File: src/sv/mcsp_ram.sv
// Generic simple dual-port RAM: one write port, one read port with registered data.
module mcsp_ram #(
    parameter int WIDTH = 8,
    parameter int DEPTH = 256
) (
    input  logic                     i_clk,
    input  logic                     i_we,
    input  logic [$clog2(DEPTH)-1:0] i_waddr,
    input  logic [WIDTH-1:0]         i_wdata,
    input  logic [$clog2(DEPTH)-1:0] i_raddr,
    output logic [WIDTH-1:0]         o_rdata
);

    logic [WIDTH-1:0] r_mem [DEPTH];
    logic [WIDTH-1:0] r_rdata;

    always_ff @(posedge i_clk) begin
        if (i_we) begin
            r_mem[i_waddr] <= i_wdata;
        end
        r_rdata <= r_mem[i_raddr];
    end

    assign o_rdata = r_rdata;

endmodule

File: config.mk
export PLATFORM = sky130hd
export DESIGN_NAME = mcsp_ram
export DESIGN_NICKNAME = d
export VERILOG_FILES = /design/src/sv/mcsp_ram.sv
export SDC_FILE = /design/constraint.sdc
export NUM_CORES = 2
export LEC_CHECK = 0
export BUFFER_PORTS_ARGS = -buffer_cell sky130_fd_sc_hd__buf_2
export CAP_MARGIN = 20
export CELL_PAD_IN_SITES_DETAIL_PLACEMENT = 0
export CELL_PAD_IN_SITES_GLOBAL_PLACEMENT = 1
export CORE_ASPECT_RATIO = 1.75
export CORE_MARGIN = 4
export CORE_UTILIZATION = 35
export DETAILED_ROUTE_END_ITERATION = 8
export PLACE_DENSITY_LB_ADDON = 0.2
export SLEW_MARGIN = 30
export SYNTH_ARGS = -nofsm -noshare
export SYNTH_HDL_FRONTEND = slang
export SYNTH_SLANG_ARGS = --single-unit
File: constraint.sdc
create_clock -name i_clk -period 5.5 [get_ports i_clk]
set_input_delay 0.825 -clock i_clk [delete_from_list [all_inputs] [get_ports i_clk]]
set_output_delay 0.825 -clock i_clk [all_outputs]
set_load 0.03 [all_outputs]
# ---- Word-level counts from Yosys, hierarchy flattened
# Memory sizes are Yosys's and may differ from the RTL's. A register that Yosys moved wholly into a read port is not among the register bits.
# Index checks and enable logic that the tools add are counted.
# W data, S select, Z words.
dict set report totals {
  regBits 0
  ramBits 2048
  inputBits 26
  output_inout_bits 8
  elab_cells 3
  mem_count 1
}
dict set report op_classes {
  mux 2
}
# name depth word_bits rd rd_ports_with_merged_regs wr line_no
set mem_list {}
lappend mem_list {r_mem 256 8 1 1 1 14} ;# logic [WIDTH-1:0] r_mem [DEPTH];
# cell count
set op_table {}
lappend op_table {{$mux W1} 2}

# ---- Logic depth before layout (Yosys ltp)
dict set report logic_depth {
  word_depth 2
  mapped_depth 11
  ltp_nobuf 6
}

# ---- Worst setup path before layout
# OpenSTA, ideal clock, no wires.
dict set report synth_path {
  path_type {input port to flip-flop}
  start {input port i_raddr[0]}
  end {register r_rdata[2] (netlist: o_rdata[2]), read port of r_mem}
  setup_ps 131
  t_arrival_ps 2632
  t_required_ps 5369
  slack_ps 2737
  stages 9
  path_buffers 4
  path_cell_list {buf_6 > buf_12 > buf_8 > buf_2 > mux4_2 > a22oi_1 > a21oi_1 > nor4_1 > nor4_2}
}
# element line_no
set synth_lines {}
lappend synth_lines {{start, declared} 10} ;# input logic [$clog2(DEPTH)-1:0] i_raddr,
lappend synth_lines {{end, declared} 15} ;# logic [WIDTH-1:0] r_rdata;

==> qor.tcl <==
set qor(run_status) {finished clean}
set qor(cts-buffers-inserted) 192
set qor(clkLatencyLatePin_ns) 0.85
set qor(floorplan.io_pins) 34
set qor(synth-edff-count) 2048
set qor(synth_warnings) 0
set qor(ys_seq_area_share_pct) 77.5
set qor(mean_post_synth_cell_area_um2) 21.3
set qor(overall_global_routing_resource_usage_pct) 19.4
set qor(die_height_um) 639
set qor(finalHoldViolCount) 0
set qor(worstSetupPathType) {input port to flop}
set qor(die_w_um) 368
set qor(critical_path.max_fanout) 70
set qor(detailedRoute.firstPassIterationCount) 5
set qor(dieArea_um2) 235000
set qor(synth_cell_types) 55
set qor(post-synth-top-area-fraction_pct) 77.3
set qor(final_layout_size_suffix_gt1_share_pct) 25.6
set qor(fin_crit_ns) 3.87
set qor(slew-limit-headroom_pct) 31.9
set qor(vias) 38400
set qor(synth_top_area_cell) {sky130_fd_sc_hd__edfxtp_1}
set qor(critPathArrivalTime_ns) 4.58
set qor(cpPeakStageDelay_ns) 0.67
set qor(effective_utilization_at_floorplan_pct) 35.2
set qor(power.static_leakage_nw) 27.8
set qor(grt_start_max_net_pins) 195
set qor(antenna_left) 0
set qor(synth.cell_area_um2) 79600
set qor(grt_pass1_wl_um) 322000
set qor(syn-num-nets) 3759
set qor(areaGrowthSynthToFinish_pct) 14.1
set qor(cts_tree) {done}
set qor(critPathLaunchType) {input port}
set qor(required_ns) 6.21
set qor(avgViaCountPerCell) 5.37
set qor(grt_overflow) 0
set qor(clk_transition_reported_paths_ns) 0.06
set qor(portBuffers) 33
set qor(crit_path_top_delay_cell) {sky130_fd_sc_hd__a211oi_2}
set qor(post_dp_cell_area_um2) 84500
set qor(finish.cell_count_without_fillers) 7141
set qor(async_flop_share_pct) 0
set qor(synth.most_common_cell) {sky130_fd_sc_hd__edfxtp_1}
set qor(drcViolationCount) 0
set qor(rsz0062_at_grt) {no}
set qor(worstSetupEndpointType) {flop}
set qor(core.rowCount) 231
set qor(number_of_clock_sinks_seen_by_cts) 2056
set qor(ctsRootBufferMaster) {sky130_fd_sc_hd__clkbuf_16}
set qor(cts-htree-levels) 4
set qor(cts_max_path_buffers) 4
set qor(cts_resized) 0
set qor(critical_path.cell_chain) {buf_8, buf_12, buf_4, mux4_2, a22o_1, a221oi_1, o221ai_1, a211oi_2, nor4_1}
set qor(postCtsSetupRepairBufs) 0
set qor(finalWirelength_um) 230000
set qor(grt_antenna_before_repair) 15
set qor(tightestPinTransition_ns) 1.02
set qor(finalMaxSlewViolations) 0
set qor(timing.final.crit_share_pct) 70.3
set qor(report.power.total_w) 0.0326
set qor(clock-skew-final_ns) 0.0534
set qor(wl_per_cell_um) 32.2
set qor(final_cell_area_um2) 90800
set qor(p_per_area_nw_per_um2) 359
set qor(setup_total_negative_slack_ns) 0
set qor(synth-main-ff-cell) {sky130_fd_sc_hd__edfxtp_1}
set qor(core_area_um2) 226000
set qor(gp_congestion) 0.841
set qor(placedCellCount) 6790
set qor(hpwlAfterDp_um) 149000
set qor(peakVddDrop_uv) 236
set qor(first_global_vias) 40300
set qor(critical-path-top-delay-family) {compound AO/OA/AOI/OAI gates}
set qor(cap_violations) 0
set qor(worstPathBufferInverterCount) 3
set qor(worstHoldPathType) {input port to flop}
set qor(achievable-frequency_ghz) 0.258
set qor(final_net_count) 3983
set qor(netlist_instances) 3733
set qor(ff_latch_count_synth) 2056
set qor(starting_drt_drc_count) 3228
set qor(final-setup-viol-count) 0
set qor(synth.area.top_cells) {sky130_fd_sc_hd__edfxtp_1, sky130_fd_sc_hd__mux4_2, sky130_fd_sc_hd__mux2i_1}
set qor(hold_slack_ns) 0.377
set qor(hold_buffers) 0
set qor(ys_top_cells_by_count) {sky130_fd_sc_hd__edfxtp_1, sky130_fd_sc_hd__mux4_2, sky130_fd_sc_hd__nor2_1}
## final cells by class
| class | count | area, µm² |
|---|---|---|
| Antenna cell | 5 | 12.5 |
| Fill cell | 19900 | 136000 |
| Timing Repair Buffer | 263 | 2370 |
| Inverter | 2 | 7.51 |
| Clock inverter | 119 | 1280 |
| Sequential cell | 2056 | 61700 |
| Tap cell | 3029 | 3790 |
| Multi-Input combinational cell | 1442 | 16700 |
| Clock buffer | 225 | 4970 |
## placed cells by master, fill, tap and decap left out, types with 8 or more instances in the layout
| cell | Yosys | layout |
|---|---|---|
| sky130_fd_sc_hd__edfxtp_1 | 2048 | 2048 |
| sky130_fd_sc_hd__mux4_2 | 454 | 454 |
| sky130_fd_sc_hd__nor2_1 | 282 | 255 |
| sky130_fd_sc_hd__buf_4 | 27 | 203 |
| sky130_fd_sc_hd__clkbuf_16 | 0 | 194 |
| sky130_fd_sc_hd__mux2i_1 | 134 | 134 |
| sky130_fd_sc_hd__a22oi_1 | 133 | 133 |
| sky130_fd_sc_hd__a21oi_1 | 96 | 96 |
| sky130_fd_sc_hd__clkinv_1 | 1 | 50 |
| sky130_fd_sc_hd__o221ai_1 | 46 | 46 |
| sky130_fd_sc_hd__nand2_1 | 33 | 33 |
| sky130_fd_sc_hd__clkbuf_1 | 111 | 31 |
| sky130_fd_sc_hd__clkinv_2 | 0 | 30 |
| sky130_fd_sc_hd__o22ai_1 | 28 | 28 |
| sky130_fd_sc_hd__nor2b_1 | 31 | 28 |
| sky130_fd_sc_hd__bufinv_16 | 0 | 27 |
| sky130_fd_sc_hd__buf_12 | 8 | 25 |
| sky130_fd_sc_hd__nor2_2 | 0 | 24 |
| sky130_fd_sc_hd__nand3_1 | 34 | 23 |
| sky130_fd_sc_hd__buf_2 | 31 | 21 |
| sky130_fd_sc_hd__nor3_1 | 22 | 18 |
| sky130_fd_sc_hd__nor4_1 | 24 | 16 |
| sky130_fd_sc_hd__a211oi_1 | 16 | 14 |
| sky130_fd_sc_hd__a221oi_1 | 13 | 13 |
| sky130_fd_sc_hd__nor4_2 | 3 | 11 |
| sky130_fd_sc_hd__nand4_1 | 10 | 10 |
| sky130_fd_sc_hd__o211ai_1 | 10 | 10 |
| sky130_fd_sc_hd__o21ai_0 | 10 | 10 |
| sky130_fd_sc_hd__nand3_2 | 0 | 10 |
| sky130_fd_sc_hd__buf_8 | 13 | 10 |
| sky130_fd_sc_hd__a22o_1 | 8 | 8 |
| sky130_fd_sc_hd__dfxtp_1 | 8 | 8 |
## per-layer routing
| metal | wire, µm | track usage (%) | up-vias |
|---|---|---|---|
| li1 | - | - | 16100 |
| met4 | 9060 | 6.72 | 4 |
| met2 | 129000 | 37.0 | 944 |
| met5 | 21 | 0 | - |
| met1 | 83600 | 22.2 | 21000 |
| met3 | 8820 | 2.20 | 316 |
## path summary, 6_finish.rpt
check / start / endpoint / slack (ns) / depth (start not counted)
worst min-delay path: i_wdata[5] / r_mem[80][5] / 0.38 / 1
worst max register to register: r_mem[27][3] / o_rdata[3] / 2.58 / 6
worst min register to register: r_mem[55][3] / o_rdata[3] / 1.07 / 5
worst max-delay path: i_raddr[1] / o_rdata[3] / 1.63 / 9
## logic make-up (layout without fill, tap and decap cells)
| family | Yosys count | count (layout) | share of synthesized area [%] |
|---|---|---|---|
| flip-flops | 2056 | 2056 | 77.5 |
| multiplexers | 591 | 591 | 14.6 |
| AND/OR/NAND/NOR | 466 | 466 | 2.63 |
| AO/OA/AOI/OAI | 385 | 385 | 3.42 |
| buffers and inverters | 235 | 609 | 1.83 |
| other | 0 | 5 | 0 |
## report_power, final
group	leakage, nW	internal (W)	switching (W)	total (W)
logic	6.28	0.000562	0.00114	0.00170
registers	18.5	0.0173	0.0000389	0.0173
clock network	3.05	0.00773	0.00583	0.0136
## metrics by stage
step	setup slack (ns)	util, %
floorplan	2.74	-
global placement	-0.341	37.2
detailed placement	0.668	37.3
CTS	1.60	40.1
global route	1.65	40.1
finish	1.63	40.1
## flip-flops by register name, indices dropped and copies added, names as in the netlist
register / count
o_rdata: 8
r_mem: 2048
(Power assumes the default switching activity.)
