File: src/sv/mcsp_pkg.sv
// Shared constants, state codes and bus structs for the memory card serial protocol block.
package mcsp_pkg;

    localparam int SECTOR_COUNT = 1024;
    localparam int SECTOR_BYTES = 128;
    localparam int STORE_BYTES  = SECTOR_COUNT * SECTOR_BYTES;
    localparam int SEC_W        = $clog2(SECTOR_COUNT);
    localparam int CNT_W        = $clog2(SECTOR_BYTES);
    localparam int ADDR_W       = $clog2(STORE_BYTES);

    localparam logic [7:0] BYTE_SELECT  = 8'h81;
    localparam logic [7:0] BYTE_READ    = 8'h52;
    localparam logic [7:0] BYTE_WRITE   = 8'h57;
    localparam logic [7:0] BYTE_ID1     = 8'h5A;
    localparam logic [7:0] BYTE_ID2     = 8'h5D;
    localparam logic [7:0] BYTE_CMD_ACK = 8'h5C;
    localparam logic [7:0] BYTE_END     = 8'h47;
    localparam logic [7:0] BYTE_IDLE    = 8'hFF;
    localparam logic [7:0] FLAGS_RESET  = 8'h08;
    localparam logic [7:0] FLAGS_WRMASK = 8'hF7;
    localparam logic [15:0] ADDR_MASK   = 16'h03FF;
    localparam logic [CNT_W-1:0] LAST_BYTE = CNT_W'(SECTOR_BYTES - 1);

    typedef enum logic [4:0] {
        ST_IDLE, ST_CMD,
        ST_R_ID1, ST_R_ID2, ST_R_A1, ST_R_A2, ST_R_ACK1, ST_R_ACK2,
        ST_R_CA1, ST_R_CA2, ST_R_DATA, ST_R_CHK, ST_R_END,
        ST_W_ID1, ST_W_ID2, ST_W_A1, ST_W_A2, ST_W_DATA, ST_W_CHK,
        ST_W_ACK1, ST_W_ACK2, ST_W_END
    } t_state;

    typedef struct packed {
        logic              en;
        logic [ADDR_W-1:0] addr;
        logic [7:0]        data;
    } t_ram_wr;

    typedef struct packed {
        logic       ack;
        logic [7:0] rx_byte;
    } t_result;

endpackage

File: src/sv/mcsp_fsm.sv
// Protocol sequencer: state, address, count, checksum and flags; drives the card store ports.
module mcsp_fsm (
    input  logic                         i_clk,
    input  logic                         i_rst_n,
    input  logic                         i_fire,
    input  logic                         i_kind,
    input  logic [7:0]                   i_tx_byte,
    input  logic [7:0]                   i_rd_data,
    output logic [mcsp_pkg::ADDR_W-1:0]  o_rd_addr,
    output mcsp_pkg::t_ram_wr            o_wr,
    output mcsp_pkg::t_result            o_result
);

    mcsp_pkg::t_state r_state, n_state;
    logic [15:0]                r_sector_addr, n_sector_addr;
    logic [mcsp_pkg::CNT_W-1:0] r_byte_count, n_byte_count;
    logic [7:0]                 r_running_xor, n_running_xor;
    logic [7:0]                 r_card_flags, n_card_flags;
    logic [7:0]                 r_prev_tx, n_prev_tx;

    logic [15:0] low_latched;

    always_ff @(posedge i_clk) begin
        if (!i_rst_n) begin
            r_state       <= mcsp_pkg::ST_IDLE;
            r_sector_addr <= '0;
            r_byte_count  <= '0;
            r_running_xor <= '0;
            r_card_flags  <= mcsp_pkg::FLAGS_RESET;
            r_prev_tx     <= '0;
        end else begin
            r_state       <= n_state;
            r_sector_addr <= n_sector_addr;
            r_byte_count  <= n_byte_count;
            r_running_xor <= n_running_xor;
            r_card_flags  <= n_card_flags;
            r_prev_tx     <= n_prev_tx;
        end
    end

    assign low_latched = ((r_sector_addr & 16'hFF00) | {8'h00, i_tx_byte}) & mcsp_pkg::ADDR_MASK;

    // Read address follows the next state, so the registered read data lines up with
    // whatever byte position the following item will see.
    assign o_rd_addr = {n_sector_addr[mcsp_pkg::SEC_W-1:0], n_byte_count};

    always_comb begin
        n_state       = r_state;
        n_sector_addr = r_sector_addr;
        n_byte_count  = r_byte_count;
        n_running_xor = r_running_xor;
        n_card_flags  = r_card_flags;
        n_prev_tx     = r_prev_tx;
        o_wr.en       = 1'b0;
        o_wr.addr     = {r_sector_addr[mcsp_pkg::SEC_W-1:0], r_byte_count};
        o_wr.data     = i_tx_byte;
        o_result.rx_byte = mcsp_pkg::BYTE_IDLE;
        o_result.ack     = 1'b1;

        if (i_kind) begin
            o_result.ack = 1'b0;
            if (i_fire) begin
                n_state = mcsp_pkg::ST_IDLE;
            end
        end else begin
            case (r_state)
                mcsp_pkg::ST_IDLE: begin
                    if (i_tx_byte == mcsp_pkg::BYTE_SELECT) begin
                        n_state = mcsp_pkg::ST_CMD;
                    end else begin
                        o_result.ack = 1'b0;
                    end
                end
                mcsp_pkg::ST_CMD: begin
                    o_result.rx_byte = r_card_flags;
                    if (i_tx_byte == mcsp_pkg::BYTE_READ) begin
                        n_state = mcsp_pkg::ST_R_ID1;
                    end else if (i_tx_byte == mcsp_pkg::BYTE_WRITE) begin
                        n_state = mcsp_pkg::ST_W_ID1;
                    end else begin
                        n_state      = mcsp_pkg::ST_IDLE;
                        o_result.ack = 1'b0;
                    end
                end
                mcsp_pkg::ST_R_ID1: begin
                    o_result.rx_byte = mcsp_pkg::BYTE_ID1;
                    n_state = mcsp_pkg::ST_R_ID2;
                end
                mcsp_pkg::ST_R_ID2: begin
                    o_result.rx_byte = mcsp_pkg::BYTE_ID2;
                    n_state = mcsp_pkg::ST_R_A1;
                end
                mcsp_pkg::ST_R_A1, mcsp_pkg::ST_W_A1: begin
                    o_result.rx_byte = 8'h00;
                    n_sector_addr = {i_tx_byte, 8'h00};
                    n_state = (r_state == mcsp_pkg::ST_R_A1) ? mcsp_pkg::ST_R_A2
                                                             : mcsp_pkg::ST_W_A2;
                end
                mcsp_pkg::ST_R_A2, mcsp_pkg::ST_W_A2: begin
                    o_result.rx_byte = r_sector_addr[15:8];
                    n_sector_addr = low_latched;
                    n_byte_count  = '0;
                    n_running_xor = low_latched[15:8] ^ low_latched[7:0];
                    n_state = (r_state == mcsp_pkg::ST_R_A2) ? mcsp_pkg::ST_R_ACK1
                                                             : mcsp_pkg::ST_W_DATA;
                end
                mcsp_pkg::ST_R_ACK1: begin
                    o_result.rx_byte = mcsp_pkg::BYTE_CMD_ACK;
                    n_state = mcsp_pkg::ST_R_ACK2;
                end
                mcsp_pkg::ST_R_ACK2: begin
                    o_result.rx_byte = mcsp_pkg::BYTE_ID2;
                    n_state = mcsp_pkg::ST_R_CA1;
                end
                mcsp_pkg::ST_R_CA1: begin
                    o_result.rx_byte = r_sector_addr[15:8];
                    n_state = mcsp_pkg::ST_R_CA2;
                end
                mcsp_pkg::ST_R_CA2: begin
                    o_result.rx_byte = r_sector_addr[7:0];
                    n_state = mcsp_pkg::ST_R_DATA;
                end
                mcsp_pkg::ST_R_DATA: begin
                    o_result.rx_byte = i_rd_data;
                    n_running_xor = r_running_xor ^ i_rd_data;
                    if (r_byte_count < mcsp_pkg::LAST_BYTE) begin
                        n_byte_count = r_byte_count + 1'b1;
                    end else begin
                        n_state = mcsp_pkg::ST_R_CHK;
                    end
                end
                mcsp_pkg::ST_R_CHK: begin
                    o_result.rx_byte = r_running_xor;
                    n_state = mcsp_pkg::ST_R_END;
                end
                mcsp_pkg::ST_R_END, mcsp_pkg::ST_W_END: begin
                    o_result.rx_byte = mcsp_pkg::BYTE_END;
                    o_result.ack     = 1'b0;
                    n_state = mcsp_pkg::ST_IDLE;
                end
                mcsp_pkg::ST_W_ID1: begin
                    o_result.rx_byte = mcsp_pkg::BYTE_ID1;
                    n_state = mcsp_pkg::ST_W_ID2;
                end
                mcsp_pkg::ST_W_ID2: begin
                    o_result.rx_byte = mcsp_pkg::BYTE_ID2;
                    n_state = mcsp_pkg::ST_W_A1;
                end
                mcsp_pkg::ST_W_DATA: begin
                    o_result.rx_byte = r_prev_tx;
                    n_card_flags  = r_card_flags & mcsp_pkg::FLAGS_WRMASK;
                    o_wr.en       = i_fire;
                    n_running_xor = r_running_xor ^ i_tx_byte;
                    if (r_byte_count < mcsp_pkg::LAST_BYTE) begin
                        n_byte_count = r_byte_count + 1'b1;
                    end else begin
                        n_state = mcsp_pkg::ST_W_CHK;
                    end
                end
                mcsp_pkg::ST_W_CHK: begin
                    o_result.rx_byte = r_running_xor;
                    n_state = mcsp_pkg::ST_W_ACK1;
                end
                mcsp_pkg::ST_W_ACK1: begin
                    o_result.rx_byte = mcsp_pkg::BYTE_CMD_ACK;
                    n_state = mcsp_pkg::ST_W_ACK2;
                end
                mcsp_pkg::ST_W_ACK2: begin
                    o_result.rx_byte = mcsp_pkg::BYTE_ID2;
                    n_state = mcsp_pkg::ST_W_END;
                end
                default: begin
                    n_state      = mcsp_pkg::ST_IDLE;
                    o_result.ack = 1'b0;
                end
            endcase
            n_prev_tx = i_tx_byte;

            // Nothing moves unless an item is actually processed this cycle.
            if (!i_fire) begin
                n_state       = r_state;
                n_sector_addr = r_sector_addr;
                n_byte_count  = r_byte_count;
                n_running_xor = r_running_xor;
                n_card_flags  = r_card_flags;
                n_prev_tx     = r_prev_tx;
            end
        end
    end

endmodule

File: config.mk
export PLATFORM = sky130hd
export DESIGN_NAME = mcsp_fsm
export DESIGN_NICKNAME = d
export VERILOG_FILES = /design/src/sv/mcsp_pkg.sv /design/src/sv/mcsp_fsm.sv
export SDC_FILE = /design/constraint.sdc
export NUM_CORES = 1
export LEC_CHECK = 0
export ABC_CLOCK_PERIOD_IN_PS = 1800
export BUFFER_PORTS_ARGS = -buffer_cell sky130_fd_sc_hd__clkbuf_2
export CAP_MARGIN = 20
export CORE_UTILIZATION = 45
export CTS_BUF_LIST = sky130_fd_sc_hd__clkbuf_2 sky130_fd_sc_hd__clkbuf_4 sky130_fd_sc_hd__clkbuf_8
export CTS_CLUSTER_DIAMETER = 200
export DETAILED_ROUTE_END_ITERATION = 16
export HOLD_SLACK_MARGIN = 0.05
export PLACE_DENSITY = 0.71
export SKIP_CTS_REPAIR_TIMING = 1
export SLEW_MARGIN = 15
export SYNTH_ARGS = -nofsm -noshare
export SYNTH_HDL_FRONTEND = slang
export SYNTH_SLANG_ARGS = --single-unit
File: constraint.sdc
create_clock -name i_clk -period 1.8 [get_ports i_clk]
set_input_delay 0.36 -clock i_clk [delete_from_list [all_inputs] [get_ports i_clk]]
set_output_delay 0.36 -clock i_clk [all_outputs]
set_load 0.05 [all_outputs]
### Word-level counts from Yosys, hierarchy flattened

Index checks and enable logic that the tools add are counted.

* reductions and logical operators: 18
* eq/ne operators: 27
* $add $sub $neg: 1
* magnitude comparators: 1
* bitwise operators: 5
* muxes and demuxes: 28

Operators with widths (number)
* 5-bit one-hot mux with 18 select lines: 1
* 8-bit one-hot mux with 11 select lines: 1
* 5-bit 2-to-1 mux: 9
* 5-bit by 4-bit == test with 1-bit output (second input constant): 8
* 16-bit one-hot mux with 2 select lines: 1
* 5-bit == test (second input constant): 6
* 8-bit one-hot mux with 3 select lines: 1
* 7-bit 2-to-1 mux: 3
* 5-bit by 3-bit == test with 1-bit output (second input constant): 4
* 10-bit 2-to-1 mux: 2
* 18-bit OR reduction: 1
* 8-bit by 7-bit == test with 1-bit output (second input constant): 2
* 8-bit XOR: 2
* 7-bit one-hot mux with 2 select lines: 1
* 2-bit OR reduction: 7
* 5-bit by 2-bit == test with 1-bit output (second input constant): 2
* 10-bit by 8-bit OR with 10-bit output: 1
* 3-bit != test (second input constant): 3
* 3-bit AND reduction: 3
* 8-bit == test (second input constant): 1
* 8-bit 2-to-1 mux: 1
* 2-bit by 8-bit XOR with 8-bit output: 1
* 7-bit by 1-bit adder with 7-bit output (second input constant): 1
* 7-bit less-than comparator (second input constant): 1
* other kinds (12): 17

* word-level logic and storage cells: 87
* output and inout port bits: 52
* register bits: 45
* input bits: 20

### Longest topological paths before layout

* depth after elaboration: 6
* gate-level depth with buffers: 8

### Least setup slack after synthesis

Ideal clock, no wire load.

* path type: register -> output
* start: reg r_byte_count[2] in the netlist's numbering
* end: out o_rd_addr[2] in the netlist's numbering
* data required time: 1440 ps
* slack: -977 ps
* buffers on the path: 0
* arrival: 2417 ps
* cell stages (with the launch flop): 6
* path through: dfxtp_1 and4_1 and4_1 nor2_1 a21bo_2 a31oi_1

* cells in the longest elaborated chain, start to end: 5
* elaborated cells on any way between the ends: 6
* those cells by class: add/sub (1); order compare (1); mux (4)

Ends and longest elaborated chain
* start: declaration: line mcsp_fsm.sv:16 `logic [mcsp_pkg::CNT_W-1:0] r_byte_count, n_byte_count;`
* start signal: assignment: line mcsp_fsm.sv:34 `r_byte_count <= n_byte_count;`
* 7-bit by 1-bit adder with 7-bit output or 7-bit less-than comparator (tied branches)
* 7-bit 2-to-1 mux: line mcsp_fsm.sv:126, mcsp_fsm.sv:154
* 7-bit one-hot mux with 2 select lines: line mcsp_fsm.sv:66 `case (r_state)`
* 7-bit 2-to-1 mux: line mcsp_fsm.sv:180 `if (!i_fire) begin`
* 7-bit 2-to-1 mux (*): line mcsp_fsm.sv:60 `if (i_kind) begin`
* end: declaration: line mcsp_fsm.sv:9 `output logic [mcsp_pkg::ADDR_W-1:0] o_rd_addr,`

Every way passes the cells marked *; elsewhere a longest branch is shown, timed or not.

==> flow_metrics.py <==
metrics = {
    "outcome": {
        "status": "finished with violations",
        "violations": "negative setup slack",
    },
    "detailed_routing": {
        "vias_per_cell": 6.695,
        "drt_iter0_markers": 681,
        "drc": 0,
        "wl_met3_mm": 1.647,
        "antenna_left": 0,
        "top_layer": "met4",
        "wl_met1_mm": 5.587,
        "routed_wl_mm": 15.60,
        "wl_per_cell_um": 22.73,
        "firstDrtPassIters": 7,
        "wl_met2_mm": 7.202,
        "routed-via-count": 4593,
    },
    "die": {
        "core.rowCount": 30,
        "io_pins": 72,
        "start_util": 0.4694,
        "die_h_um": 86.42,
        "core_um2": 6832,
        "fp.dieW_um": 86.42,
        "die-area_um2": 7468,
    },
    "layout": {
        "final_cells": 686,
        "final_common_cell": "buf_4",
        "antenna_cells": 0,
        "syn_to_final_growth_pct": 73.35,
        "fill_cells": 404,
        "final_cell_mix": "buf_4, clkbuf_2, nand2_1",
        "drive_gt1_frac": 0.5593,
        "nNetsFinal": 610,
        "seqCellArea_um2": 935.9,
        "multi_input_area_um2": 2525,
    },
    "cts": {
        "clkSinkCount": 45,
        "numCtsBuffers": 5,
        "cts_tree": "done",
        "root_buffer": "clkbuf_8",
        "cts.clk_slew.worst_paths_ns": 0.09,
        "clk_latency_ns": 0.31,
        "cts_max_level": 2,
        "clk_path_buf_depth": 2,
    },
    "pwr": {
        "pwr-share-clk": 0.394,
        "p_seq_frac": 0.488,
        "peakVddDrop_uv": 451.0,
        "finalPower_mw": 2.044,
        "p_int_mw": 1.484,
        "powerDensity_nw_per_um2": 367.6,
        "p_leak_nw": 2.351,
        "power_frac_comb": 0.118,
        "sw_frac_of_total": 0.2740,
        "p_sw_uw": 560.1,
    },
    "sta": {
        "fmax_ghz": 0.3908,
        "hold_viol": 0,
        "slew_headroom": 0.5692,
        "period_minus_slack_ns": 2.559,
        "fin_setup_tns_ns": -22.09,
        "fin_ws_ns": -0.7587,
        "fin_skew_ns": 0.007071,
        "rsz0062_at_grt": "true",
        "slew_viol_final": 0,
        "final-setup-viol-count": 54,
        "period_share": 1.421,
        "worst_pin_slew_ns": 0.6381,
    },
    "placement": {
        "preCtsSetupSlack_ns": -0.6064,
        "io_buffers": 71,
        "hpwl_mm": 8.884,
        "place_inst": 646,
        "place_congestion": 0.9354,
    },
    "yosys": {
        "avgSynthCellArea_um2": 7.599,
        "syn_area_um2": 3207,
        "synth.distinct_cells": 63,
        "synth_edf_count": 0,
        "synth_cells": 422,
        "synth-seq-cells": 45,
        "yosys_warnings": 0,
        "ys.flop_type": "dfxtp_1",
        "synth_seq_area_share": 0.2809,
        "ys_async_sr_fraction": 0,
        "synth_nets": 443,
    },
    "worst_setup_path": {
        "critPathKind": "reg -> out",
        "crit_path_end_kind": "output pin",
        "critPathRequiredTime_ns": 1.44,
        "cp-start-kind": "register",
        "path_max_fanout": 7,
        "crit_arrival_ns": 2.20,
    },
    "grt": {
        "grt_pass1_wl_mm": 18.53,
        "antenna_found_initial": 0,
        "grt_use_total": 0.3178,
        "globalRoute.totalOverflow": 0,
        "grt_max_degree": 24,
        "first_global_vias": 3751,
    },
    "hold_path": {
        "min_path_type": "in -> reg",
    },
    "run": {
        "cap_viol_max_count": 0,
    },
}
-- critical path: stages (launching register included) --
cell and delay (ns):
dfxtp_4 0.40, buf_6 0.14, or4b_4 0.51, nor3_4 0.34
a2bb2oi_2 0.12, a31oi_4 0.22, buf_12 0.16
-- per-layer routing --
metal	vias up	track usage
met5	-	0
met2	434	0.5137
met3	139	0.04381
met1	2128	0.4219
li1	1892	-
met4	0	0.1424
-- logic make-up (layout without fill, tap and decap cells) --
group / Yosys count / after routing / share of synthesized area
and+or+nand+nor: 149 / 149 / 0.2407
AOI/OAI and AO/OA: 146 / 146 / 0.3219
buffers and inverters: 67 / 235 / 0.1089
DFF: 45 / 45 / 0.2809
muxes: 11 / 11 / 0.03551
xor gates and xnor gates: 3 / 3 / 0.008195
adders and majority gates: 1 / 1 / 0.003901
-- state kept, by name, indices dropped and copies added, names as in the netlist --
name	flops
r_running_xor	8
r_byte_count	7
r_sector_addr	16
r_prev_tx	8
r_state	5
r_card_flags	1
-- layout make-up --
class | instances | area share
Timing Repair Buffer | 216 | 0.3264
Clock buffer | 5 | 0.01238
Clock inverter | 3 | 0.008328
Multi-Input combinational cell | 310 | 0.4542
Inverter | 11 | 0.008778
Sequential cell | 45 | 0.1684
Tap cell | 96 | 0.02161
-- path summary, 6_finish.rpt --
check | from | end | slack, ns | cells past startpoint
max | r_state[3] | o_result[8] | -0.76 | 6
min | i_rst_n | r_state[0] | 0.43 | 2
max reg2reg | r_state[0] | r_running_xor[2] | -0.36 | 9
min reg2reg | r_prev_tx[3] | r_prev_tx[3] | 0.47 | 2
-- through the flow --
step / area, um2 / hold WS [ns] / util
floorplan: 3685 / 0.4329 / -
global placement: 4730 / 0.4400 / 0.6923
detailed placement: 4730 / 0.4464 / 0.6923
CTS: 4845 / 0.4243 / 0.7092
global route: 5559 / 0.4215 / 0.8137
finish: 5559 / 0.4266 / 0.8137
-- synth_stat cells (3+ instances only) --
cell | number | area (um2)
a21o_1 | 8 | 60.06
a21oi_1 | 35 | 175.2
a221oi_1 | 9 | 78.83
a22o_1 | 8 | 70.07
a22oi_1 | 8 | 60.06
a2bb2oi_1 | 4 | 35.03
a31oi_1 | 6 | 37.54
a32o_1 | 6 | 60.06
and2_1 | 13 | 81.33
and3_1 | 4 | 25.02
buf_2 | 18 | 90.09
buf_4 | 20 | 150.1
clkbuf_1 | 17 | 63.81
dfxtp_1 | 45 | 900.9
inv_1 | 10 | 37.54
mux2_2 | 3 | 33.78
mux2i_1 | 8 | 80.08
nand2_1 | 43 | 161.4
nand2b_1 | 5 | 31.28
nand3_1 | 15 | 75.07
nand3b_1 | 3 | 22.52
nand4_1 | 8 | 50.05
nor2_1 | 26 | 97.59
nor2b_1 | 6 | 37.54
nor3_1 | 7 | 35.03
o211ai_1 | 6 | 45.04
o21a_1 | 3 | 22.52
o21ai_0 | 20 | 100.1
o22ai_1 | 3 | 18.77
o32ai_1 | 5 | 43.79
or2_2 | 3 | 18.77
or3_1 | 4 | 25.02
-- power groups by stage --
| stage | combinational [mW] | sequential [mW] | clock (mW) |
|---|---|---|---|
| 2_1_floorplan | 0.124 | 1.02 | 0 |
| 3_3_place_gp | 0.213 | 1.02 | 0 |
| 3_5_place_dp | 0.216 | 1.03 | 0 |
| 4_1_cts | 0.217 | 1.00 | 0.804 |
| 5_1_grt | 0.247 | 0.997 | 0.850 |
| 6_report | 0.242 | 0.997 | 0.804 |
Power figures use the tool's default switching activity.
